<file path="src/hdl/cmykrgb_pkg.sv">
// cmykrgb_pkg: shared constants and the per-stage data type of the
// CMYK/RGB converter pipeline. No dependencies.
`default_nettype none

package cmykrgb_pkg;

    localparam int CH_W      = 8;
    localparam int WORD_W    = 32;
    localparam int NUM_LANES = 3;
    localparam int LANE_W    = 2 * CH_W;
    // one restoring-division step per cell, one quotient bit each
    localparam int NUM_CELLS = CH_W;

    localparam logic [CH_W-1:0] CH_MAX = 8'hFF;

    typedef enum logic {
        OP_CMYK_TO_RGB = 1'b0,
        OP_RGB_TO_CMYK = 1'b1
    } t_op;

    // lane: {partial remainder, dividend bits not yet used / quotient bits}
    typedef struct packed {
        t_op                                  op;
        logic [CH_W-1:0]                      key_k;
        logic [CH_W-1:0]                      den;
        logic [NUM_LANES-1:0][LANE_W-1:0]     lane;
    } t_cell_data;

endpackage

`default_nettype wire

</file>
<file path="src/hdl/cmykrgb_prep.sv">
// cmykrgb_prep: first cell of the chain; forms the per-channel dividends and one shared
// divisor for either direction. Depends on cmykrgb_pkg.
`default_nettype none

module cmykrgb_prep (
    input  wire                            i_clk,
    input  wire                            i_rst_n,
    input  wire                            i_valid,
    input  wire                            i_operation,
    input  wire [cmykrgb_pkg::WORD_W-1:0]  i_color_word,
    input  wire                            i_hold,
    output logic                           o_hold,
    output logic                           o_valid,
    output cmykrgb_pkg::t_cell_data        o_data
);
    import cmykrgb_pkg::*;

    logic                               r_valid;
    t_cell_data                         r_data;
    t_cell_data                         n_data;

    logic [NUM_LANES-1:0][CH_W-1:0]     chan;
    logic [NUM_LANES-1:0][CH_W-1:0]     inv;
    logic [NUM_LANES-1:0][CH_W-1:0]     diff;
    logic [CH_W-1:0]                    kinv;
    logic [CH_W-1:0]                    kmin;

    always_comb begin
        // lane 0 is the most significant color byte of the result
        for (int l = 0; l < NUM_LANES; l++) begin
            // R, G, B sit one byte lower than C, M, Y
            if (i_operation == OP_RGB_TO_CMYK) begin
                chan[l] = i_color_word[(NUM_LANES - 1 - l) * CH_W +: CH_W];
            end else begin
                chan[l] = i_color_word[(NUM_LANES - l) * CH_W +: CH_W];
            end
            inv[l]  = CH_MAX - chan[l];
        end
        kinv = CH_MAX - i_color_word[CH_W-1:0];

        kmin = inv[0];
        if (inv[1] < kmin) kmin = inv[1];
        if (inv[2] < kmin) kmin = inv[2];

        for (int l = 0; l < NUM_LANES; l++) begin
            diff[l] = inv[l] - kmin;
        end

        n_data.op = t_op'(i_operation);
        if (i_operation == OP_RGB_TO_CMYK) begin
            n_data.key_k = kmin;
            // black: dividends are zero, a divisor of one gives zero inks
            n_data.den   = (kmin == CH_MAX) ? CH_W'(1) : (CH_MAX - kmin);
            for (int l = 0; l < NUM_LANES; l++) begin
                n_data.lane[l] = {diff[l], {CH_W{1'b0}}} - {{CH_W{1'b0}}, diff[l]};
            end
        end else begin
            n_data.key_k = i_color_word[CH_W-1:0];
            n_data.den   = CH_MAX;
            for (int l = 0; l < NUM_LANES; l++) begin
                n_data.lane[l] = {{CH_W{1'b0}}, inv[l]} * {{CH_W{1'b0}}, kinv};
            end
        end
    end

    assign o_hold = r_valid && i_hold;

    always_ff @(posedge i_clk) begin
        if (!i_rst_n) begin
            r_valid <= 1'b0;
        end else if (!o_hold) begin
            r_valid <= i_valid;
        end
    end

    always_ff @(posedge i_clk) begin
        if (!o_hold) begin
            r_data <= n_data;
        end
    end

    assign o_valid = r_valid;
    assign o_data  = r_data;

endmodule

`default_nettype wire

</file>
<file path="src/hdl/cmykrgb_div_cell.sv">
// cmykrgb_div_cell: one restoring-division step on all three lanes,
// yielding one quotient bit per lane. Depends on cmykrgb_pkg.
`default_nettype none

module cmykrgb_div_cell (
    input  wire                          i_clk,
    input  wire                          i_rst_n,
    input  wire                          i_valid,
    input  cmykrgb_pkg::t_cell_data      i_data,
    input  wire                          i_hold,
    output logic                         o_hold,
    output logic                         o_valid,
    output cmykrgb_pkg::t_cell_data      o_data
);
    import cmykrgb_pkg::*;

    logic                               r_valid;
    t_cell_data                         r_data;
    t_cell_data                         n_data;

    logic [NUM_LANES-1:0][CH_W:0]       trial;
    logic [NUM_LANES-1:0][CH_W:0]       sub;
    logic [NUM_LANES-1:0][CH_W-1:0]     rem;
    logic [NUM_LANES-1:0]               qbit;

    always_comb begin
        n_data = i_data;
        for (int l = 0; l < NUM_LANES; l++) begin
            trial[l] = {i_data.lane[l][LANE_W-1:CH_W], i_data.lane[l][CH_W-1]};
            sub[l]   = trial[l] - {1'b0, i_data.den};
            qbit[l]  = (trial[l] >= {1'b0, i_data.den});
            rem[l]   = qbit[l] ? sub[l][CH_W-1:0] : trial[l][CH_W-1:0];
            n_data.lane[l] = {rem[l], i_data.lane[l][CH_W-2:0], qbit[l]};
        end
    end

    assign o_hold = r_valid && i_hold;

    always_ff @(posedge i_clk) begin
        if (!i_rst_n) begin
            r_valid <= 1'b0;
        end else if (!o_hold) begin
            r_valid <= i_valid;
        end
    end

    always_ff @(posedge i_clk) begin
        if (!o_hold) begin
            r_data <= n_data;
        end
    end

    assign o_valid = r_valid;
    assign o_data  = r_data;

endmodule

`default_nettype wire

</file>
<file path="src/hdl/cmyk_rgb_color_converter_core.sv">
// cmyk_rgb_color_converter_core: CMYK <-> RGB converter, 8 bits per channel.
// Pipeline: 1 prep cell and 8 divide cells, each registered, from input to output valid.
// Throughput: one transaction per cycle unless stalled; each cell holds one item and
// bubbles collapse, so input is still taken on an output stall while a cell is empty.
// Reset: synchronous, active low; clears all cell valid bits, data is not reset.
// Depends on cmykrgb_pkg, cmykrgb_prep, cmykrgb_div_cell.
`default_nettype none

module cmyk_rgb_color_converter_core (
    input  wire                            i_clk,
    input  wire                            i_rst_n,
    input  wire                            i_valid,
    output logic                           o_stall,
    input  wire                            i_operation,
    input  wire [cmykrgb_pkg::WORD_W-1:0]  i_color_word,
    output logic                           o_valid,
    input  wire                            i_stall,
    output logic [cmykrgb_pkg::WORD_W-1:0] o_result_word
);
    import cmykrgb_pkg::*;

    logic       [NUM_CELLS:0]   valid_chain;
    logic       [NUM_CELLS+1:0] hold_chain;
    t_cell_data                 data_chain [NUM_CELLS+1];
    t_cell_data                 last;

    cmykrgb_prep u_prep (
        .i_clk        (i_clk),
        .i_rst_n      (i_rst_n),
        .i_valid      (i_valid),
        .i_operation  (i_operation),
        .i_color_word (i_color_word),
        .i_hold       (hold_chain[1]),
        .o_hold       (hold_chain[0]),
        .o_valid      (valid_chain[0]),
        .o_data       (data_chain[0])
    );

    // the top of the hold chain is the output stall
    assign hold_chain[NUM_CELLS+1] = i_stall;

    for (genvar g = 0; g < NUM_CELLS; g++) begin : g_cell
        cmykrgb_div_cell u_cell (
            .i_clk   (i_clk),
            .i_rst_n (i_rst_n),
            .i_valid (valid_chain[g]),
            .i_data  (data_chain[g]),
            .i_hold  (hold_chain[g+2]),
            .o_hold  (hold_chain[g+1]),
            .o_valid (valid_chain[g+1]),
            .o_data  (data_chain[g+1])
        );
    end

    assign last    = data_chain[NUM_CELLS];
    assign o_valid = valid_chain[NUM_CELLS];
    assign o_stall = hold_chain[0];

    always_comb begin
        if (last.op == OP_RGB_TO_CMYK) begin
            o_result_word = {last.lane[0][CH_W-1:0], last.lane[1][CH_W-1:0],
                             last.lane[2][CH_W-1:0], last.key_k};
        end else begin
            o_result_word = {{CH_W{1'b0}}, last.lane[0][CH_W-1:0],
                             last.lane[1][CH_W-1:0], last.lane[2][CH_W-1:0]};
        end
    end

    // input back-pressure only ever comes from output back-pressure
    assert property (@(posedge i_clk) disable iff (!i_rst_n)
        o_stall |-> i_stall)
        else $error("input stalled without output stall");

    // black pixel: no ink besides K
    assert property (@(posedge i_clk) disable iff (!i_rst_n)
        (o_valid && last.op == OP_RGB_TO_CMYK && last.key_k == CH_MAX)
            |-> (o_result_word[WORD_W-1:CH_W] == '0))
        else $error("black pixel produced nonzero C/M/Y");

    // the channel that sets K always yields zero ink
    assert property (@(posedge i_clk) disable iff (!i_rst_n)
        (o_valid && last.op == OP_RGB_TO_CMYK)
            |-> (o_result_word[31:24] == '0 || o_result_word[23:16] == '0 ||
                 o_result_word[15:8] == '0))
        else $error("no C/M/Y channel is zero");

    // valid bits come out of reset clear
    assert property (@(posedge i_clk)
        !$past(i_rst_n) |-> !o_valid)
        else $error("output valid right after reset");

endmodule

`default_nettype wire
</file>
<file path="config.mk">
export PLATFORM = sky130hd
export DESIGN_NAME = cmyk_rgb_color_converter_core
export DESIGN_NICKNAME = d
export VERILOG_FILES = /design/src/hdl/cmykrgb_pkg.sv /design/src/hdl/cmykrgb_prep.sv /design/src/hdl/cmykrgb_div_cell.sv /design/src/hdl/cmyk_rgb_color_converter_core.sv
export SDC_FILE = /design/constraint.sdc
export NUM_CORES = 2
export LEC_CHECK = 0
export BUFFER_PORTS_ARGS = -buffer_cell sky130_fd_sc_hd__buf_2
export CORE_ASPECT_RATIO = 1.2
export CORE_UTILIZATION = 45
export DETAILED_ROUTE_END_ITERATION = 8
export SLEW_MARGIN = 20
export SYNTH_ARGS = -nofsm -noshare
export SYNTH_HDL_FRONTEND = slang
export SYNTH_SLANG_ARGS = --single-unit
</file>
<file path="constraint.sdc">
create_clock -name i_clk -period 21.8 [get_ports i_clk]
set_input_delay 4.36 -clock i_clk [delete_from_list [all_inputs] [get_ports i_clk]]
set_output_delay 4.36 -clock i_clk [all_outputs]
set_load 0.01 [all_outputs]
</file>
Word level (Yosys, flattened, before mapping) --
Cells that the tools add are included.
Word-level totals: output and inout bits 34, register bits after elaboration 562, word-level logic and storage cells 165, input bits 37
Cells by class: multiply operators 3, add/sub/neg operators 32, magnitude comparators 26, muxes and demuxes 29, reductions and logical operators 10, eq/ne operators 1, bitwise logic cells 1
Operators with widths (count):
- 9-bit by 8-bit greater-or-equal comparator with 1-bit output | 24
- 8-bit 2-to-1 mux | 27
- 8-bit subtractor | 24
- 64-bit 2-to-1 mux | 1
- 8-bit by 8-bit multiplier with 16-bit output | 3
- 16-bit by 8-bit subtractor with 16-bit output | 3
- 8-bit subtractor, first input constant | 5
- 32-bit 2-to-1 mux | 1
- 8-bit < comparator | 2
- 1-bit logical AND | 9
- 8-bit == test, second input constant | 1
- 2-bit OR reduction | 1
- 1-bit inverter | 1

Longest topological paths before layout --
depth after elaboration 9, mapped depth 33, gate-level depth less buffers 27

Modules after synthesis --
Synthesis repeated with hierarchy kept, for this count alone.
Unflattened totals: cell total of the unflattened synthesis 3298, area total of the unflattened synthesis 39922.0 sq um
Modules (own cells, without submodules):
- cmykrgb_div_cell | cells each 252, area an instance 3540.9 sq um, instances 8
- cmykrgb_prep | cells each 1247, area an instance 11254.5 sq um, instances 1
- cmyk_rgb_color_converter_core | cells each 35, area an instance 340.3 sq um, instances 1

Worst setup path after synthesis --
No wires, ideal clock.
kind input-to-output, start point input port i_stall, end point output port o_stall, cell stages on the path 7, slack 9.223 ns, arrival time 8.217 ns, cell sequence and3_1 > inv_1 > nor2_1 > and2_1 > and3_1 > nand2_1 > inv_1
On the way: longest elaborated chain between the ends 9
RTL lines:
- from (decl) | line cmyk_rgb_color_converter_core.sv:17 | input wire i_stall,
- 1-bit logical AND (8 in a row) | line cmykrgb_div_cell.sv:37 | assign o_hold = r_valid && i_hold;
- 1-bit logical AND | line cmykrgb_prep.sv:66 | assign o_hold = r_valid && i_hold;
- to (decl) | line cmyk_rgb_color_converter_core.sv:13 | output logic o_stall,
No other way between the ends.

==> flow_summary.yaml <==
run_status:
  status: "completed"
power_and_ir_drop:
  ir_worst_vdd_v: 0.0000893
  finalPower_uw: 5990
  p_per_area_nw_per_um2: 154
  leakage_uw: 0.0169
floorplan:
  fp.dieW_um: 258
  rows: 112
  io_pins: 71
  die_y_um: 309
  dieArea_um2: 79900
  coreArea_um2: 77900
  initial_core_util_pct: 45.5
clocking:
  cts_resized: 0
  clk_latency_ns: 0.63
  clockBufferDepth: 3
  tritoncts: "done"
  holdBufCountCts: 0
  cts_buffers: 55
  clkSlewWorstSetupHoldPaths_ns: 0.06
  htree_levels: 2
  cts_sinks: 562
  cts-root-buf: "clkbuf_16"
  post-cts-setup-buffers: 0
timing:
  finClkSkew_ns: 0.0486
  finalHoldViolations: 0
  max_slew_margin_pct: 23.6
  worst_pin_slew_ns: 1.14
  min_period_ns: 12.34
  fmax_mhz: 81.0
  min_period_over_period_pct: 56.6
  slew_violations: 0
  setup_tns_ns: 0
  setup_viol: 0
  rsz0062_at_grt: "false"
route:
  avgRoutedWirePerCell_um: 20.1
  viasPerCell: 5.39
  drtIter0Drc: 948
  routed-via-count: 22500
  first_pass_iters: 5
  remaining_drc_errors: 0
  ant_nets: 0
  drt_wl_total_mm: 83.9
setup_path:
  crit_fanout: 42
  cp.required_ns: 22.13
  cp-end-kind: "flop"
  critPathKind: "input port to flop"
  worstPathArrival_ns: 12.67
  crit_path_start_kind: "input port"
finish:
  nNetsFinal: 3618
  layout-drive-gt1-share_pct: 12.0
  register_area_um2: 16800
  syn2layout_area_growth_pct: 9.87
  fillers: 6923
  post-route-cell-area_um2: 38900
  final_core_util_pct: 50.0
  multi_input_area_um2: 17200
placed_design:
  portBuffers: 70
  dp_hpwl_mm: 67.1
  place_area_um2: 37200
  place.gp.congestion: 0.919
global_route:
  grt.overflow.total: 0
  grt_pass1_vias: 24100
  grt.total_usage_pct: 21.6
  grt_max_degree: 75
  grt_pass1_wl_mm: 132
  antenna_found_initial: 7
synthesis:
  synth_top_area_share_pct: 46.9
  synth_cells: 2997
  synth_edf_count: 553
  ys_top_cells_by_area: "edfxtp_1 (47%), ha_1 (12%), fa_1 (7.5%)"
  yosysWarnings: 0
  ys_seq_elements: 562
  synth.distinct_cells: 79
  yosysTopAreaCell: "edfxtp_1"
  ys_async_sr_fraction_pct: 0
  syn_avg_cell_area_um2: 11.8
  synth_area_um2: 35400
  synth_ff_type: "edfxtp_1"
  syn_nets: 3504
  ys_seq_area_share_pct: 47.4
job:
  cap_violations: 0
min_path:
  holdCritPathClass: "flop to flop"
==> cell usage in the layout (no fill, tap or decap), drive strengths merged, types with 63 or more instances in the layout <==
cell type,n
a21oi,79
buf,107
clkbuf,63
edfxtp,553
fa,132
ha,338
inv,335
mux2,145
nand2,104
nand2b,128
nor2,304
nor2b,63
o21ai,135
xnor2,79
==> critical path, stage by stage <==
cell,delay (ns)
buf_4,0.43
mux2_2,0.46
inv_1,0.32
ha_1,0.23
o211ai_1,0.11
or2_2,0.30
o21ai_2,0.66
mux2i_1,0.38
ha_1,0.30
a21o_1,0.18
a21o_1,0.18
a2111oi_0,0.70
a21boi_2,0.33
nor2_1,0.06
buf_4,0.21
a31oi_1,0.54
ha_1,0.28
inv_1,0.06
fa_1,0.40
a21o_1,0.22
a21oi_1,0.28
xnor2_1,0.16
a2111oi_0,0.66
a21boi_0,0.25
mux2_2,0.23
mux2i_1,0.20
o211ai_1,0.12
==> cell usage after synthesis, types with 4 or more instances <==
cell and n:
inv_1 331, and2_1 18, xnor2_1 79, fa_1 132, a311oi_1 4, a31oi_1 14
nor4b_1 22, a21oi_1 79, xor2_1 41, mux2i_1 60, or4_1 4, nand3_1 16
nand4_1 45, a21o_1 58, edfxtp_1 553, nor2b_1 63, or3_1 10, buf_1 4
o211ai_1 11, nor3_1 24, a2bb2oi_1 22, and3_1 9, a31o_2 4, nand2_1 104
mux2_2 144, nor2_1 304, o21a_1 12, a21boi_0 52, o21ai_0 134, ha_1 338
nor4_1 6, nand2b_1 128, a211o_1 6, a211oi_1 24, clkbuf_1 42, o22ai_1 4
dfxtp_1 9, or2_2 20, o31ai_1 10, o211a_1 4
==> layer usage <==
layer | up-vias | part of all wire, % | track usage [%]
met5 | - | 0.064 | 0
met4 | 8 | 5.1 | 10.5
met3 | 176 | 3.4 | 3.10
met2 | 407 | 53 | 41.5
met1 | 11000 | 38 | 22.8
li1 | 10900 | - | -
==> final timing paths <==
path,from,end,slack [ns],depth (start not counted)
max,i_operation,u_prep.o_data[40]$_DFFE_PN_,9.46,27
min reg2reg,g_cell[2].u_cell.o_data[20]$_DFFE_PN_,g_cell[3].u_cell.o_data[21]$_DFFE_PN_,0.41,0
max reg2reg,g_cell[4].u_cell.o_data[49]$_DFFE_PN_,g_cell[5].u_cell.o_data[12]$_DFFE_PN_,17.97,10
min,g_cell[2].u_cell.o_data[20]$_DFFE_PN_,g_cell[3].u_cell.o_data[21]$_DFFE_PN_,0.41,0
==> cells by family (layout without fill, tap and decap cells) <==
kind of cell / Yosys count / in the layout / synth area share (%)
muxes: 207 / 207 / 6.39
xor gates and xnor gates: 120 / 120 / 2.97
AOI/OAI and AO/OA: 469 / 469 / 8.69
DFF: 562 / 562 / 47.4
buffers and inverters: 384 / 540 / 4.11
adders and majority gates: 470 / 470 / 19.4
and+or+nand+nor: 785 / 785 / 11.1
other: 0 / 1 / 0
==> power breakdown <==
group,internal [uW],switching (uW),leakage [uW]
Sequential,1860,215,0.00584
Clock,512,393,0.000844
Combinational,1340,1670,0.0103
Total,3710,2280,0.0169
==> per-stage QoR <==
stage	hold slack (ns)	setup slack [ns]	cells
4_1_cts	0.414	9.59	4179
2_1_floorplan	0.400	9.22	2997
3_3_place_gp	0.400	9.19	4080
5_1_grt	0.417	8.94	4179
3_5_place_dp	0.405	8.98	4080
6_report	0.412	9.46	4180
==> final cells by class <==
| cell class | count | share of cell area [%] |
|---|---|---|
| diodes | 1 | 0.00643 |
| clock buffers | 63 | 3.61 |
| clock inverters | 36 | 0.836 |
| inverters | 334 | 3.22 |
| multi-input cells | 2051 | 44.3 |
| flip-flops and latches | 562 | 43.1 |
| well taps | 1026 | 3.30 |
| repair buffers | 107 | 1.62 |
==> state kept, by name (all words and copies together), names as in the netlist <==
signal	flops
g_cell.u_cell.o_data	488
g_cell.u_cell.o_valid	8
u_prep.o_data	65
u_prep.o_valid	1
Note: power is estimated with default switching activity, not from simulation.
